**config.mk**
```make
export PLATFORM = sky130hd
export DESIGN_NAME = i2c_register_transaction_sequencer_top
export DESIGN_NICKNAME = d
export VERILOG_FILES = /design/src/design/i2cseq_pkg.sv /design/src/design/i2c_register_transaction_sequencer_top.sv /design/src/design/i2cseq_fifo.sv /design/src/design/i2cseq_front.sv /design/src/design/i2cseq_back.sv
export SDC_FILE = /design/constraint.sdc
export NUM_CORES = 1
export LEC_CHECK = 0
export BUFFER_PORTS_ARGS = -buffer_cell sky130_fd_sc_hd__buf_2
export CELL_PAD_IN_SITES_DETAIL_PLACEMENT = 1
export CELL_PAD_IN_SITES_GLOBAL_PLACEMENT = 2
export CORE_MARGIN = 2
export CORE_UTILIZATION = 40
export CTS_BUF_LIST = sky130_fd_sc_hd__clkbuf_16
export DETAILED_ROUTE_END_ITERATION = 7
export PLACE_DENSITY_LB_ADDON = 0.25
export SYNTH_ARGS = -nofsm -noshare
export SYNTH_HDL_FRONTEND = slang
export SYNTH_SLANG_ARGS = --single-unit
```
**constraint.sdc**
```tcl
create_clock -name clk_i -period 5.3 [get_ports clk_i]
set_clock_uncertainty 0.2 [all_clocks]
set_input_delay 0.53 -clock clk_i [delete_from_list [all_inputs] [get_ports clk_i]]
set_output_delay 0.53 -clock clk_i [all_outputs]
set_load 0.005 [all_outputs]
```
**src/design/i2cseq_pkg.sv**
```systemverilog
// Shared types and codes for the I2C register transaction sequencer.
// Used by the front classifier, the sequencing back end and the top level.
package i2cseq_pkg;

  // input item modes
  localparam logic [1:0] MODE_REQ  = 2'd0;
  localparam logic [1:0] MODE_CPL  = 2'd1;
  localparam logic [1:0] MODE_TICK = 2'd2;
  localparam logic [1:0] MODE_BYTE = 2'd3;

  // transaction kinds
  localparam logic [2:0] KIND_WR_BYTE  = 3'd0;
  localparam logic [2:0] KIND_WR_WORD  = 3'd1;
  localparam logic [2:0] KIND_WR_BLOCK = 3'd2;
  localparam logic [2:0] KIND_RD_BYTE  = 3'd3;
  localparam logic [2:0] KIND_RD_WORD  = 3'd4;
  localparam logic [2:0] KIND_PING     = 3'd5;

  // engine commands
  localparam logic [2:0] CMD_NONE    = 3'd0;
  localparam logic [2:0] CMD_START   = 3'd1;
  localparam logic [2:0] CMD_WRITE   = 3'd2;
  localparam logic [2:0] CMD_RD_ACK  = 3'd3;
  localparam logic [2:0] CMD_RD_NACK = 3'd4;
  localparam logic [2:0] CMD_STOP    = 3'd5;
  localparam logic [2:0] CMD_REINIT  = 3'd6;

  // engine status codes
  localparam logic [7:0] STATUS_MASK     = 8'hF8;
  localparam logic [7:0] ST_START        = 8'h08;
  localparam logic [7:0] ST_RSTART       = 8'h10;
  localparam logic [7:0] ST_SLAW_ACK     = 8'h18;
  localparam logic [7:0] ST_DATA_ACK     = 8'h28;
  localparam logic [7:0] ST_SLAR_ACK     = 8'h40;
  localparam logic [7:0] ST_RX_ACK       = 8'h50;
  localparam logic [7:0] ST_RX_NACK      = 8'h58;

  localparam logic [15:0] TIMEOUT_RESET  = 16'd800;

  localparam int unsigned CMD_Q_DEPTH = 4;
  localparam int unsigned RES_Q_DEPTH = 4;

  typedef enum logic [1:0] {
    CLS_REQ,
    CLS_CPL,
    CLS_TICK,
    CLS_BYTE
  } cls_e;

  // classified item held between front and back
  typedef struct packed {
    cls_e        cls;
    logic [2:0]  kind;
    logic [6:0]  dev;
    logic [7:0]  regad;
    logic [15:0] word;
    logic [7:0]  blen;
    logic [7:0]  status;
    logic [7:0]  edata;
  } item_t;

  typedef struct packed {
    logic [2:0]  cmd;
    logic [7:0]  cmd_byte;
    logic        done;
    logic        ok;
    logic [15:0] data;
    logic [15:0] lock;
    logic        last;
  } res_t;

endpackage

```
**src/design/i2c_register_transaction_sequencer_top.sv**
```systemverilog
// Path: items and their results pass the registered command and result queues.
// Throughput: one item per cycle while the result queue has room; a timeout item
// holds the back end until both of its result entries are in the result queue.
// Reset: asynchronous, active low; queues empty, sequencer idle, limit 800.
// Depends on i2cseq_pkg, i2cseq_front, i2cseq_fifo and i2cseq_back.
module i2c_register_transaction_sequencer_top import i2cseq_pkg::*; #(
  parameter int unsigned CmdDepth = CMD_Q_DEPTH,
  parameter int unsigned ResDepth = RES_Q_DEPTH
) (
  input  logic        clk_i,
  input  logic        rst_ni,
  input  logic        push,
  output logic        full,
  input  logic [1:0]  mode_i,
  input  logic [2:0]  kind_i,
  input  logic [6:0]  device_address_i,
  input  logic [7:0]  register_address_i,
  input  logic [15:0] data_word_i,
  input  logic [7:0]  block_length_i,
  input  logic [7:0]  engine_status_i,
  input  logic [7:0]  engine_data_i,
  output logic        empty,
  input  logic        pop,
  output logic [2:0]  command_o,
  output logic [7:0]  command_byte_o,
  output logic        done_res_o,
  output logic        success_o,
  output logic [15:0] read_data_o,
  output logic [15:0] lockup_count_o,
  output logic        last_o,
  input  logic        cfg_valid_i,
  output logic        cfg_ready_o,
  input  logic [15:0] cfg_data_i
);

  logic  q_push, q_empty, q_pop;
  item_t q_in, q_out;
  logic  r_push, r_full;
  res_t  r_in, r_out;

  assign cfg_ready_o = 1'b1;

  i2cseq_front u_front (
    .push_i             (push),
    .mode_i             (mode_i),
    .kind_i             (kind_i),
    .device_address_i   (device_address_i),
    .register_address_i (register_address_i),
    .data_word_i        (data_word_i),
    .block_length_i     (block_length_i),
    .engine_status_i    (engine_status_i),
    .engine_data_i      (engine_data_i),
    .q_push_o           (q_push),
    .q_item_o           (q_in)
  );

  i2cseq_fifo #(
    .Depth (CmdDepth),
    .T     (item_t)
  ) u_cmd_q (
    .clk_i   (clk_i),
    .rst_ni  (rst_ni),
    .push_i  (q_push),
    .data_i  (q_in),
    .full_o  (full),
    .pop_i   (q_pop),
    .data_o  (q_out),
    .empty_o (q_empty)
  );

  i2cseq_back u_back (
    .clk_i       (clk_i),
    .rst_ni      (rst_ni),
    .cfg_valid_i (cfg_valid_i),
    .cfg_data_i  (cfg_data_i),
    .it_empty_i  (q_empty),
    .it_i        (q_out),
    .it_pop_o    (q_pop),
    .res_full_i  (r_full),
    .res_push_o  (r_push),
    .res_o       (r_in)
  );

  i2cseq_fifo #(
    .Depth (ResDepth),
    .T     (res_t)
  ) u_res_q (
    .clk_i   (clk_i),
    .rst_ni  (rst_ni),
    .push_i  (r_push),
    .data_i  (r_in),
    .full_o  (r_full),
    .pop_i   (pop),
    .data_o  (r_out),
    .empty_o (empty)
  );

  assign command_o      = r_out.cmd;
  assign command_byte_o = r_out.cmd_byte;
  assign done_res_o     = r_out.done;
  assign success_o      = r_out.ok;
  assign read_data_o    = r_out.data;
  assign lockup_count_o = r_out.lock;
  assign last_o         = r_out.last;

endmodule

```
**src/design/i2cseq_fifo.sv**
```systemverilog
// Small synchronous queue used between the sequencer stages and on the result side.
// Stand-alone; entry type and depth come from parameters.
module i2cseq_fifo #(
  parameter int unsigned Depth = 4,
  parameter type         T     = logic
) (
  input  logic clk_i,
  input  logic rst_ni,
  input  logic push_i,
  input  T     data_i,
  output logic full_o,
  input  logic pop_i,
  output T     data_o,
  output logic empty_o
);

  localparam int unsigned PtrW = (Depth > 1) ? $clog2(Depth) : 1;
  localparam int unsigned CntW = $clog2(Depth + 1);

  T              mem_q [Depth];
  logic [PtrW-1:0] wr_q, wr_d, rd_q, rd_d;
  logic [CntW-1:0] cnt_q, cnt_d;
  logic          push_ok, pop_ok;

  assign full_o  = (cnt_q == CntW'(Depth));
  assign empty_o = (cnt_q == '0);
  assign push_ok = push_i && !full_o;
  assign pop_ok  = pop_i && !empty_o;
  assign data_o  = mem_q[rd_q];

  always_comb begin
    wr_d  = wr_q;
    rd_d  = rd_q;
    cnt_d = cnt_q;
    if (push_ok) begin
      wr_d = (wr_q == PtrW'(Depth - 1)) ? '0 : wr_q + PtrW'(1);
    end
    if (pop_ok) begin
      rd_d = (rd_q == PtrW'(Depth - 1)) ? '0 : rd_q + PtrW'(1);
    end
    unique case ({push_ok, pop_ok})
      2'b10:   cnt_d = cnt_q + CntW'(1);
      2'b01:   cnt_d = cnt_q - CntW'(1);
      default: cnt_d = cnt_q;
    endcase
  end

  always_ff @(posedge clk_i or negedge rst_ni) begin
    if (!rst_ni) begin
      wr_q  <= '0;
      rd_q  <= '0;
      cnt_q <= '0;
    end else begin
      wr_q  <= wr_d;
      rd_q  <= rd_d;
      cnt_q <= cnt_d;
    end
  end

  always_ff @(posedge clk_i) begin
    if (push_ok) begin
      mem_q[wr_q] <= data_i;
    end
  end

endmodule

```
**src/design/i2cseq_front.sv**
```systemverilog
// Front end: classifies incoming items and drops malformed requests.
// Depends on i2cseq_pkg for mode, kind and item types.
module i2cseq_front import i2cseq_pkg::*; (
  input  logic        push_i,
  input  logic [1:0]  mode_i,
  input  logic [2:0]  kind_i,
  input  logic [6:0]  device_address_i,
  input  logic [7:0]  register_address_i,
  input  logic [15:0] data_word_i,
  input  logic [7:0]  block_length_i,
  input  logic [7:0]  engine_status_i,
  input  logic [7:0]  engine_data_i,
  output logic        q_push_o,
  output item_t       q_item_o
);

  logic keep;

  always_comb begin
    keep = 1'b1;
    q_item_o.cls = CLS_REQ;
    unique case (mode_i)
      MODE_REQ: begin
        q_item_o.cls = CLS_REQ;
        // kinds above ping mean nothing: drop them here
        keep = (kind_i <= KIND_PING);
      end
      MODE_CPL:  q_item_o.cls = CLS_CPL;
      MODE_TICK: q_item_o.cls = CLS_TICK;
      default:   q_item_o.cls = CLS_BYTE;
    endcase
    q_item_o.kind   = kind_i;
    q_item_o.dev    = device_address_i;
    q_item_o.regad  = register_address_i;
    q_item_o.word   = data_word_i;
    q_item_o.blen   = block_length_i;
    q_item_o.status = engine_status_i & STATUS_MASK;
    q_item_o.edata  = engine_data_i;
  end

  assign q_push_o = push_i && keep;

endmodule

```
**src/design/i2cseq_back.sv**
```systemverilog
// Back end: transaction state machine, timeout counter and lockup recovery.
// Depends on i2cseq_pkg; takes classified items and emits result entries.
module i2cseq_back import i2cseq_pkg::*; (
  input  logic        clk_i,
  input  logic        rst_ni,
  input  logic        cfg_valid_i,
  input  logic [15:0] cfg_data_i,
  input  logic        it_empty_i,
  input  item_t       it_i,
  output logic        it_pop_o,
  input  logic        res_full_i,
  output logic        res_push_o,
  output res_t        res_o
);

  localparam logic [3:0] PH_IDLE    = 4'd0;
  localparam logic [3:0] PH_START   = 4'd1;
  localparam logic [3:0] PH_SLAW    = 4'd2;
  localparam logic [3:0] PH_REG     = 4'd3;
  localparam logic [3:0] PH_D1      = 4'd4;
  localparam logic [3:0] PH_D2      = 4'd5;
  localparam logic [3:0] PH_PAYLOAD = 4'd6;
  localparam logic [3:0] PH_BLK     = 4'd7;
  localparam logic [3:0] PH_RSTART  = 4'd8;
  localparam logic [3:0] PH_SLAR    = 4'd9;
  localparam logic [3:0] PH_RDACK   = 4'd10;
  localparam logic [3:0] PH_RDNACK  = 4'd11;
  localparam logic [3:0] PH_PINGSLA = 4'd12;

  logic [3:0]  phase_q, phase_d;
  logic [2:0]  kind_q, kind_d;
  logic [6:0]  dev_q, dev_d;
  logic [7:0]  reg_q, reg_d;
  logic [15:0] wval_q, wval_d;
  logic [7:0]  left_q, left_d;
  logic [7:0]  acc_q, acc_d;
  logic [15:0] wait_q, wait_d;
  logic [15:0] lock_q, lock_d;
  logic [15:0] limit_q, limit_d;
  logic        pend_q, pend_d;

  logic        busy;
  logic        iss_en, fin_en, fin_stop, fin_ok;
  logic [2:0]  iss_cmd;
  logic [7:0]  iss_byte;
  logic [3:0]  iss_next;
  logic [15:0] fin_data;
  logic [15:0] wait_inc;
  logic [7:0]  st;

  assign busy     = (phase_q != PH_IDLE) && (phase_q != PH_PAYLOAD);
  assign st       = it_i.status;
  assign wait_inc = wait_q + 16'd1;

  always_comb begin
    phase_d  = phase_q;
    kind_d   = kind_q;
    dev_d    = dev_q;
    reg_d    = reg_q;
    wval_d   = wval_q;
    left_d   = left_q;
    acc_d    = acc_q;
    wait_d   = wait_q;
    lock_d   = lock_q;
    limit_d  = cfg_valid_i ? cfg_data_i : limit_q;
    pend_d   = pend_q;
    it_pop_o = 1'b0;
    iss_en   = 1'b0;
    iss_cmd  = CMD_NONE;
    iss_byte = 8'd0;
    iss_next = phase_q;
    fin_en   = 1'b0;
    fin_stop = 1'b1;
    fin_ok   = 1'b0;
    fin_data = 16'd0;
    res_push_o     = 1'b0;
    res_o.cmd      = CMD_NONE;
    res_o.cmd_byte = 8'd0;
    res_o.done     = 1'b0;
    res_o.ok       = 1'b0;
    res_o.data     = 16'd0;
    res_o.lock     = lock_q;
    res_o.last     = 1'b1;

    if (pend_q) begin
      // second half of a timeout recovery
      if (!res_full_i) begin
        res_push_o = 1'b1;
        res_o.cmd  = CMD_REINIT;
        res_o.done = 1'b1;
        pend_d     = 1'b0;
      end
    end else if (!it_empty_i && !res_full_i) begin
      it_pop_o = 1'b1;
      unique case (it_i.cls)
        CLS_REQ: begin
          if (phase_q == PH_IDLE) begin
            kind_d   = it_i.kind;
            dev_d    = it_i.dev;
            reg_d    = it_i.regad;
            wval_d   = it_i.word;
            left_d   = it_i.blen;
            acc_d    = 8'd0;
            iss_en   = 1'b1;
            iss_cmd  = CMD_START;
            iss_next = PH_START;
          end
        end
        CLS_CPL: begin
          if (busy) begin
            unique case (phase_q)
              PH_START: begin
                if (st != ST_START) begin
                  fin_en   = 1'b1;
                  fin_stop = (kind_q == KIND_PING);
                end else begin
                  iss_en   = 1'b1;
                  iss_cmd  = CMD_WRITE;
                  iss_byte = {dev_q, 1'b0};
                  iss_next = (kind_q == KIND_PING) ? PH_PINGSLA : PH_SLAW;
                end
              end
              PH_PINGSLA: begin
                fin_en = 1'b1;
                fin_ok = (st == ST_SLAW_ACK);
              end
              PH_SLAW: begin
                if (st != ST_SLAW_ACK) begin
                  fin_en = 1'b1;
                end else begin
                  iss_en   = 1'b1;
                  iss_cmd  = CMD_WRITE;
                  iss_byte = reg_q;
                  iss_next = PH_REG;
                end
              end
              PH_REG: begin
                iss_en   = 1'b1;
                iss_cmd  = CMD_WRITE;
                iss_next = PH_D1;
                priority if (st != ST_DATA_ACK) begin
                  iss_en = 1'b0;
                  fin_en = 1'b1;
                end else if (kind_q == KIND_WR_BYTE) begin
                  iss_byte = wval_q[7:0];
                end else if (kind_q == KIND_WR_WORD) begin
                  iss_byte = wval_q[15:8];
                end else if (kind_q == KIND_WR_BLOCK) begin
                  iss_byte = left_q;
                end else begin
                  iss_cmd  = CMD_START;
                  iss_next = PH_RSTART;
                end
              end
              PH_D1: begin
                priority if (st != ST_DATA_ACK) begin
                  fin_en = 1'b1;
                end else if (kind_q == KIND_WR_WORD) begin
                  iss_en   = 1'b1;
                  iss_cmd  = CMD_WRITE;
                  iss_byte = wval_q[7:0];
                  iss_next = PH_D2;
                end else if (kind_q == KIND_WR_BLOCK && left_q != 8'd0) begin
                  phase_d = PH_PAYLOAD;
                end else begin
                  fin_en = 1'b1;
                  fin_ok = 1'b1;
                end
              end
              PH_D2: begin
                fin_en = 1'b1;
                fin_ok = (st == ST_DATA_ACK);
              end
              PH_BLK: begin
                if (st != ST_DATA_ACK) begin
                  fin_en = 1'b1;
                end else begin
                  left_d = left_q - 8'd1;
                  if (left_d != 8'd0) begin
                    phase_d = PH_PAYLOAD;
                  end else begin
                    fin_en = 1'b1;
                    fin_ok = 1'b1;
                  end
                end
              end
              PH_RSTART: begin
                if (st != ST_RSTART) begin
                  fin_en   = 1'b1;
                  fin_stop = (kind_q == KIND_RD_WORD);
                end else begin
                  iss_en   = 1'b1;
                  iss_cmd  = CMD_WRITE;
                  iss_byte = {dev_q, 1'b1};
                  iss_next = PH_SLAR;
                end
              end
              PH_SLAR: begin
                if (st != ST_SLAR_ACK) begin
                  fin_en = 1'b1;
                end else begin
                  iss_en   = 1'b1;
                  iss_cmd  = (kind_q == KIND_RD_WORD) ? CMD_RD_ACK : CMD_RD_NACK;
                  iss_next = (kind_q == KIND_RD_WORD) ? PH_RDACK : PH_RDNACK;
                end
              end
              PH_RDACK: begin
                if (st != ST_RX_ACK) begin
                  fin_en = 1'b1;
                end else begin
                  acc_d    = it_i.edata;
                  iss_en   = 1'b1;
                  iss_cmd  = CMD_RD_NACK;
                  iss_next = PH_RDNACK;
                end
              end
              PH_RDNACK: begin
                fin_en = 1'b1;
                if (st == ST_RX_NACK) begin
                  fin_ok   = 1'b1;
                  fin_data = {acc_q, it_i.edata};
                end
              end
              default: ;
            endcase
          end
        end
        CLS_TICK: begin
          if (busy) begin
            if (wait_inc >= limit_q) begin
              // timeout: stop now, reinit from the pending flag once the result queue has room
              lock_d     = lock_q + 16'd1;
              phase_d    = PH_IDLE;
              wait_d     = 16'd0;
              pend_d     = 1'b1;
              res_push_o = 1'b1;
              res_o.cmd  = CMD_STOP;
              res_o.lock = lock_d;
              res_o.last = 1'b0;
            end else begin
              wait_d = wait_inc;
            end
          end
        end
        default: begin
          if (phase_q == PH_PAYLOAD) begin
            iss_en   = 1'b1;
            iss_cmd  = CMD_WRITE;
            iss_byte = it_i.word[7:0];
            iss_next = PH_BLK;
          end
        end
      endcase

      if (iss_en) begin
        phase_d        = iss_next;
        wait_d         = 16'd0;
        res_push_o     = 1'b1;
        res_o.cmd      = iss_cmd;
        res_o.cmd_byte = iss_byte;
      end else if (fin_en) begin
        phase_d    = PH_IDLE;
        res_push_o = 1'b1;
        res_o.cmd  = fin_stop ? CMD_STOP : CMD_NONE;
        res_o.done = 1'b1;
        res_o.ok   = fin_ok;
        res_o.data = fin_data;
      end
    end
  end

  always_ff @(posedge clk_i or negedge rst_ni) begin
    if (!rst_ni) begin
      phase_q <= PH_IDLE;
      kind_q  <= '0;
      dev_q   <= '0;
      reg_q   <= '0;
      wval_q  <= '0;
      left_q  <= '0;
      acc_q   <= '0;
      wait_q  <= '0;
      lock_q  <= '0;
      limit_q <= TIMEOUT_RESET;
      pend_q  <= 1'b0;
    end else begin
      phase_q <= phase_d;
      kind_q  <= kind_d;
      dev_q   <= dev_d;
      reg_q   <= reg_d;
      wval_q  <= wval_d;
      left_q  <= left_d;
      acc_q   <= acc_d;
      wait_q  <= wait_d;
      lock_q  <= lock_d;
      limit_q <= limit_d;
      pend_q  <= pend_d;
    end
  end

endmodule

```
-- Word-level counts from Yosys, hierarchy flattened
Memory sizes are Yosys's and may differ from the RTL's.
Index checks and enable logic that the tools add are counted.
- output and inout bits: 49
- memories kept: 2
- logic and storage cells: 300
- RAM bits: 412
- bits in read-only memories: 0
- bits of input ports: 81
- latch bits: 0
- bits in registers: 117
- memories (memory ; depth ; bits a word ; rd ports ; clocked after Yosys merged registers in ; write ports ; RTL line ; source):
    u_cmd_q.mem_q ; 4 ; 57 ; 1 ; 0 ; 1 ; i2cseq_fifo.sv:20 ; T mem_q [Depth];
    u_res_q.mem_q ; 4 ; 46 ; 1 ; 0 ; 1 ; i2cseq_fifo.sv:20 ;
- order comparisons: 2
- reductions and logical operators: 35
- muxes and demuxes: 165
- shifts and indexed selects: 0
- $mul: 0
- eq/ne operators: 67
- add/sub/neg operators: 11
- divide/modulo/power cells: 0
- bitwise gates (word level): 1
- operator list (kind ; count):
    8-bit two-way mux ; 21
    16-bit two-way mux ; 8
    4-bit two-way mux ; 25
    1-bit two-way mux ; 60
    17-bit two-way mux ; 3
    3-bit two-way mux ; 16
    8-bit one-hot mux with 2 select lines ; 3
    46-bit two-way mux ; 1
    8-bit one-hot mux with 5 select lines ; 1
    18-bit two-way mux ; 2
    34-bit two-way mux ; 1
    16-bit by 1-bit adder with 16-bit output (second input constant) ; 2
    4-bit != test (second input constant) ; 7
    4-bit one-hot mux with 7 select lines ; 1
    24-bit AND reduction ; 1
    3-bit one-hot mux with 7 select lines ; 1
    4-bit equality test (second input constant) ; 5
    2-bit two-way mux ; 10
    2-bit equality test (second input constant) ; 8
    4-bit by 3-bit equality test with 1-bit output (second input constant) ; 4
    16-bit >= comparator ; 1
    8-bit by 5-bit != test with 1-bit output (second input constant) ; 2
    8-bit by 7-bit != test with 1-bit output (second input constant) ; 2
    4-bit one-hot mux with 2 select lines ; 2
    other kinds (48) ; 94

-- Longest topological paths before layout
- word-level depth: 17
- depth in mapped cells: 23
- depth with buffers taken out: 22

-- Hierarchy
A second synthesis with hierarchy kept.
- cell total of the unflattened synthesis: 1438
- area, all modules: 23436.2 um^2
- modules (own cells, without submodules) (module ; cells an instance ; area an instance (um^2) ; times used ; sequential area each (um^2)):
    i2cseq_fifo (u_cmd_q) ; 354 ; 9177.6 ; 1 ; 7382.1
    i2cseq_fifo (u_res_q) ; 282 ; 7076.8 ; 1 ; 5700.5
    i2cseq_back ; 737 ; 6711.4 ; 1 ; 2581.2
    i2cseq_front ; 63 ; 459.2 ; 1 ; 0.0
    i2c_register_transaction_sequencer_top ; 2 ; 11.3 ; 1 ; 0.0

-- Worst setup path before layout
OpenSTA, ideal clock, no wires.
- kind: reg-to-reg
- start: reg u_cmd_q.rd_q[0]
- end: mem u_res_q.mem_q[3][0] in the netlist's numbering (enable)
- library setup time: 408 ps
- stages on the path, launching flop included: 15
- data arrival time: 4308 ps
- data required time: 4692 ps
- path slack: 384 ps
- period minus slack after synthesis: 4916 ps
- path buffers: 4
- cell sequence: dfrtp_1 -> buf_6 -> buf_6 -> buf_1 -> mux4_2 -> inv_1 -> ha_1 -> clkbuf_1 -> nor4b_1 -> o21ai_0 -> o21ai_0 -> o41a_1 -> a211oi_4 -> o21ai_2 -> and2_1
- longest elaborated chain between the ends: 15
- elaborated cells on any way between the ends: 43
- RTL lines (element ; RTL line ; source):
    from (decl) ; i2cseq_fifo.sv:21 ; logic [PtrW-1:0] wr_q, wr_d, rd_q, rd_d;
    from (signal assigned) ; i2cseq_fifo.sv:55 ; rd_q <= rd_d;
    memory 4 x 57 bit (*) ; -- ;
    8-bit by 7-bit != test with 1-bit output (tied with other cells) ; i2cseq_back.sv:208 ; if (st != ST_RX_ACK) begin
    1-bit two-way mux (tied with other cells) ; i2cseq_back.sv:208 ;
    1-bit one-hot mux with 9 select lines ; i2cseq_back.sv:111 ; unique case (phase_q)
    1-bit two-way mux ; i2cseq_back.sv:110 ; if (busy) begin
    1-bit two-way mux ; i2cseq_back.sv:95 ; unique case (it_i.cls)
    1-bit two-way mux ; i2cseq_back.sv:93 ; end else if (!it_empty_i && !res_full_i) begin
    1-bit two-way mux ; i2cseq_back.sv:85 ; if (pend_q) begin
    1-bit two-way mux ; i2cseq_back.sv:261 ; end else if (fin_en) begin
    1-bit two-way mux (*) ; i2cseq_back.sv:255 ; if (iss_en) begin
    1-bit two-way mux (*) ; i2cseq_back.sv:93 ;
    1-bit two-way mux (*) ; i2cseq_back.sv:85 ;
    1-bit logical AND (*) ; i2cseq_fifo.sv:27 ; assign push_ok = push_i && !full_o;
    1-bit two-way mux (*) ; i2cseq_fifo.sv:61 ; if (push_ok) begin
    1-bit two-way mux (not written as such) (*) ; i2cseq_fifo.sv:62 ; mem_q[wr_q] <= data_i;
    to (decl) ; i2cseq_fifo.sv:20 ;
Mark *: on every way between the ends. The rest lies on a longest branch, timed or not. The select of a mux whose other input is x is not followed.

-- Worst setup path in the final report
- start: reg u_back.wait_q[2]
- end: reg u_res_q.cnt_q[2]
- longest elaborated chain between the ends: 12
- elaborated cells on any way between the ends: 14
- RTL lines (element ; RTL line ; source):
    from (decl) ; i2cseq_back.sv:37 ; logic [15:0] wait_q, wait_d;
    from (signal assigned) ; i2cseq_back.sv:293 ; wait_q <= wait_d;
    16-bit by 1-bit adder with 16-bit output (*) ; i2cseq_back.sv:53 ; assign wait_inc = wait_q + 16'd1;
    16-bit >= comparator (*) ; i2cseq_back.sv:230 ; if (wait_inc >= limit_q) begin
    1-bit two-way mux (*) ; i2cseq_back.sv:230 ;
    1-bit two-way mux (*) ; i2cseq_back.sv:229 ; if (busy) begin
    1-bit two-way mux (*) ; i2cseq_back.sv:95 ;
    1-bit two-way mux (*) ; i2cseq_back.sv:261 ;
    1-bit two-way mux (*) ; i2cseq_back.sv:255 ;
    1-bit two-way mux (*) ; i2cseq_back.sv:93 ;
    1-bit two-way mux (*) ; i2cseq_back.sv:85 ;
    1-bit logical AND (*) ; i2cseq_fifo.sv:27 ;
    2-bit by 1-bit equality test with 1-bit output / 2-bit equality test (equally long branches) ; i2cseq_fifo.sv:41 ; unique case ({push_ok, pop_ok})
    3-bit one-hot mux with 2 select lines / 2-bit nonzero test (equally long branches) ; -- ;
    to (signal assigned) ; i2cseq_fifo.sv:56 ; cnt_q <= cnt_d;
    to (decl) ; i2cseq_fifo.sv:22 ; logic [CntW-1:0] cnt_q, cnt_d;
Mark *: on every way between the ends. The rest lies on a longest branch, timed or not.
A chain may end at the register's enable or synchronous reset.

==> impl_metrics.yaml <==
clock_tree:
  h-tree-depth: 2
  cts_tree: "built"
  numCtsBuffers: 57
  cts_root_buf: "clkbuf_16"
  clk_pin_slew_ps: 60
  cts_setup_buffers: 0
  cts.sinks: 529
  clock_tree.buffer_depth: 3
  worst_skew_pair.late_latency_ps: 610
timing:
  final-hold-violation-count: 0
  fmax_ghz: 0.206
  fin_setup_tns_ps: 0
  fin_crit_ps: 4860
  rsz0062_at_grt: "no"
  relSlewSlack_pct: 26.8
  period_share_pct: 91.7
  drv_slew: 0
  tightest_slew_ps: 1100
  setup_viol: 0
pwr:
  power.switching_mw: 4.52
  switching_share_pct: 32.1
  p_per_area_nw_per_um2: 531
  ir_worst_vdd_uv: 326
  seqPwrFrac_pct: 41.1
  p_leak_nw: 9.67
  power_frac_comb_pct: 30.5
  p_int_mw: 9.57
  pwr-share-clk_pct: 28.4
final_layout:
  drive_gt1_share_pct: 25.8
  stdcell_count: 2394
  syn2layout_area_growth_pct: 19.2
  final_nets: 1717
  num_antenna_cells: 0
worst_hold_path:
  hold_class: "in -> reg"
  holdPathStages: 3
  hold_end: "u_res_q.rd_q[0]$_DFFE_PN0P_"
  hp-start: "pop"
drt:
  drt_iter0_drc: 704
  postRouteAntennaNets: 0
  drc: 0
  wl_met2_um: 25900
  route.met3.wl_um: 1720
  post_drt_wl_per_cell_um: 21.4
  dr.pass1.iters: 4
  routed_wl_um: 51200
  viasPerCell: 5.19
  highest_layer: "met4"
  via_count: 12400
  wl_met1_um: 22500
placed_design:
  io_buffers: 125
  hpwl_um: 33300
  gp_congestion: 0.835
  dp.cells: 2212
synth:
  ys_ff_latch: 529
  ys_top_cells_by_count: "edfxtp_1 (412), dfrtp_1 (114), mux4_2 (103)"
  async_reset_ff_share_pct: 22.1
  syn_avg_cell_area_um2: 16.3
  seq_area_frac_synth_pct: 68.8
  yosysWarnings: 0
  syn_nets: 1487
  yosysTopAreaCell: "edfxtp_1"
  yosysMostFrequentCell: "edfxtp_1"
  synth-main-ff-cell: "edfxtp_1"
  synth_top_area_share_pct: 55.6
  synthDistinctLibCells: 77
  synth_area_um2: 22200
  synthTopCellsByArea: "edfxtp_1 (56%), dfrtp_1 (13%), mux4_2 (10%)"
  synth_edf_count: 412
  netlist_instances: 1367
global_routing:
  grt-ovfl-total: 0
  track_usage_pct: 18.4
  antenna_found_initial: 0
  grt_pass1_vias: 13600
  grt_max_degree: 61
  grt_pass1_wl_um: 80300
worst_setup_path:
  crit_chain: "and3_1 -> and3_1 -> nand2_1 -> nor2_1 -> and3_2 -> nand3_1 -> xnor2_1 -> ha_1 -> a21o_1 -> a31oi_1 -> o211a_1 -> o311a_1 -> nor2_1 -> a211oi_4 -> o21ai_2 -> inv_1 -> ha_1 -> inv_1 -> fa_1 -> xor2_1 -> nor2_1 -> xor2_1"
  cp.required_ps: 5630
  end_kind: "flip-flop"
  reg2reg_to: "u_res_q.cnt_q[2]$_DFFE_PN0P_"
  crit_path_frequent_cell: "nor2_1"
  cp_slowest_cell: "fa_1"
  path_max_fanout: 5
  reg2reg_from: "u_back.wait_q[2]$_DFFE_PN0P_"
  path_buf_inv: 2
  rrSetupSlack_ps: 440
  start_kind: "flip-flop"
  path_class: "reg -> reg"
  cpLargestDelayFamily: "simple AND/OR/NAND/NOR gates"
  worst_path_largest_cell_delay_ps: 430
  rr_worst_depth: 22
  crit_arrival_ps: 5190
status:
  status: "finished, final reports clean"
floorplanning:
  core_um2: 55000
  num_rows: 86
  ios: 130
  start_util_pct: 40.5
  die_h_um: 240
  die_area_um2: 57500
  die-width_um: 240
job:
  drv_cap: 0
==> per-stage QoR <==
stage	power [mW]	instance area [um^2]	util, %	worst slack [ps]	hold WS, ps
final	14.1	26500	48.2	438	139
after global routing	14.9	26500	48.2	28.1	142
after CTS	14.3	26500	48.2	356	99.6
after detailed placement	10.2	23900	43.4	410	272
after global placement	10.1	23900	43.4	494	258
after floorplan	8.64	22200	-	384	34.4
==> cells in the final DEF (no fill, tap or decap), types with 14 or more instances in the layout <==
cell type      count
a21oi_1           28
a22oi_1           14
buf_2            124
buf_4             38
clkbuf_16         58
dfrtp_1          110
dlygate4sd3_1     74
edfxtp_1         412
ha_1              37
inv_1             62
mux2_2            39
mux4_2           103
nand2_1           94
nand3_1           33
nor2_1            66
nor3_1            20
o21ai_0           61
xnor2_1           24
xor2_1            28
==> cells by family (layout without fill, tap and decap cells) <==
group                      after synthesis  after routing  synth area share (%)
AOI/OAI and AO/OA                      180            180                  5.37
xor gates and xnor gates                52             52                  2.05
adders and majority gates               39             39                  2.26
buffers and inverters                  115            394                  2.07
DFF                                    529            529                  68.8
muxes                                  150            150                  12.8
other                                    1              1                0.0169
and+or+nand+nor                        301            301                  6.62
==> flip-flops by register name, indices dropped and copies added (netlist names), 3 cells and up <==
signal and flops:
u_back.reg_q 8, u_back.limit_q 16, u_res_q.cnt_q 3, u_back.phase_q 4, u_res_q.mem_q 184, u_back.dev_q 7, u_cmd_q.mem_q 228, u_back.lock_q 16
u_back.acc_q 8, u_back.left_q 8, u_back.wait_q 16, u_cmd_q.cnt_q 3, u_back.kind_q 3, u_back.wval_q 16
==> layer usage <==
layer / GRT usage (%) / vias to the layer above
met2: 32.3 / 209
li1: - / 5750
met3: 2.63 / 64
met5: 0 / -
met4: 5.08 / 0
met1: 24.0 / 6410
==> worst max path at each step <==
stage | startpoint | end | slack (ps) | cells after the start
2_1_floorplan | u_cmd_q.rd_q[0]$_DFFE_PN0P_ | u_res_q.mem_q[3][0]$_DFFE_PP_ | 380 | 14
3_3_place_gp | u_back.wait_q[2]$_DFFE_PN0P_ | u_res_q.cnt_q[2]$_DFFE_PN0P_ | 490 | 22
3_5_place_dp | u_back.wait_q[2]$_DFFE_PN0P_ | u_res_q.cnt_q[2]$_DFFE_PN0P_ | 410 | 22
4_1_cts | u_back.wait_q[2]$_DFFE_PN0P_ | u_res_q.cnt_q[2]$_DFFE_PN0P_ | 360 | 22
5_1_grt | u_back.wait_q[2]$_DFFE_PN0P_ | u_res_q.cnt_q[2]$_DFFE_PN0P_ | 30 | 22
6_report | u_back.wait_q[2]$_DFFE_PN0P_ | u_res_q.cnt_q[2]$_DFFE_PN0P_ | 440 | 22
==> worst register-to-register path, cell delays in order, from the launching register on <==
cell      delay (ps)
dfrtp_1          400
and3_1           230
and3_1           220
nand2_1           90
nor2_1           220
and3_2           280
nand3_1          110
xnor2_1          210
ha_1             270
a21o_1           180
a31oi_1          230
o211a_1          210
o311a_1          250
nor2_1           120
a211oi_4         310
o21ai_2           90
inv_1             70
ha_1             170
inv_1             70
fa_1             430
xor2_1           150
nor2_1           120
xor2_1           160
==> cell type report <==
cell class                 instances  area [um^2]
fill                            5300        28500
sequential                       529        15300
multi-input combinational        723         6500
timing repair buffer             238         1690
clock buffer                      58         1450
tap                              748          936
clock inverter                    50          460
inverter                          48          180
==> power groups by stage <==
| stage | Combinational, mW | Sequential [mW] | Clock, mW |
|---|---|---|---|
| 3_3_place_gp | 4.27 | 5.83 | 0 |
| 6_report | 4.29 | 5.79 | 4.01 |
| 3_5_place_dp | 4.32 | 5.88 | 0 |
| 5_1_grt | 4.74 | 5.88 | 4.26 |
| 4_1_cts | 4.40 | 5.80 | 4.11 |
| 2_1_floorplan | 2.98 | 5.65 | 0 |
==> what timing repair did <==
| item | CTS | global route |
|---|---|---|
| hold buffers | 74 | 0 |
| endpoints found under the hold margin | 302 | 0 |
| gates resized for setup | 0 | 1 |
| endpoints found under the setup margin | 0 | 1 |
Note: power is estimated with default switching activity, not from simulation.
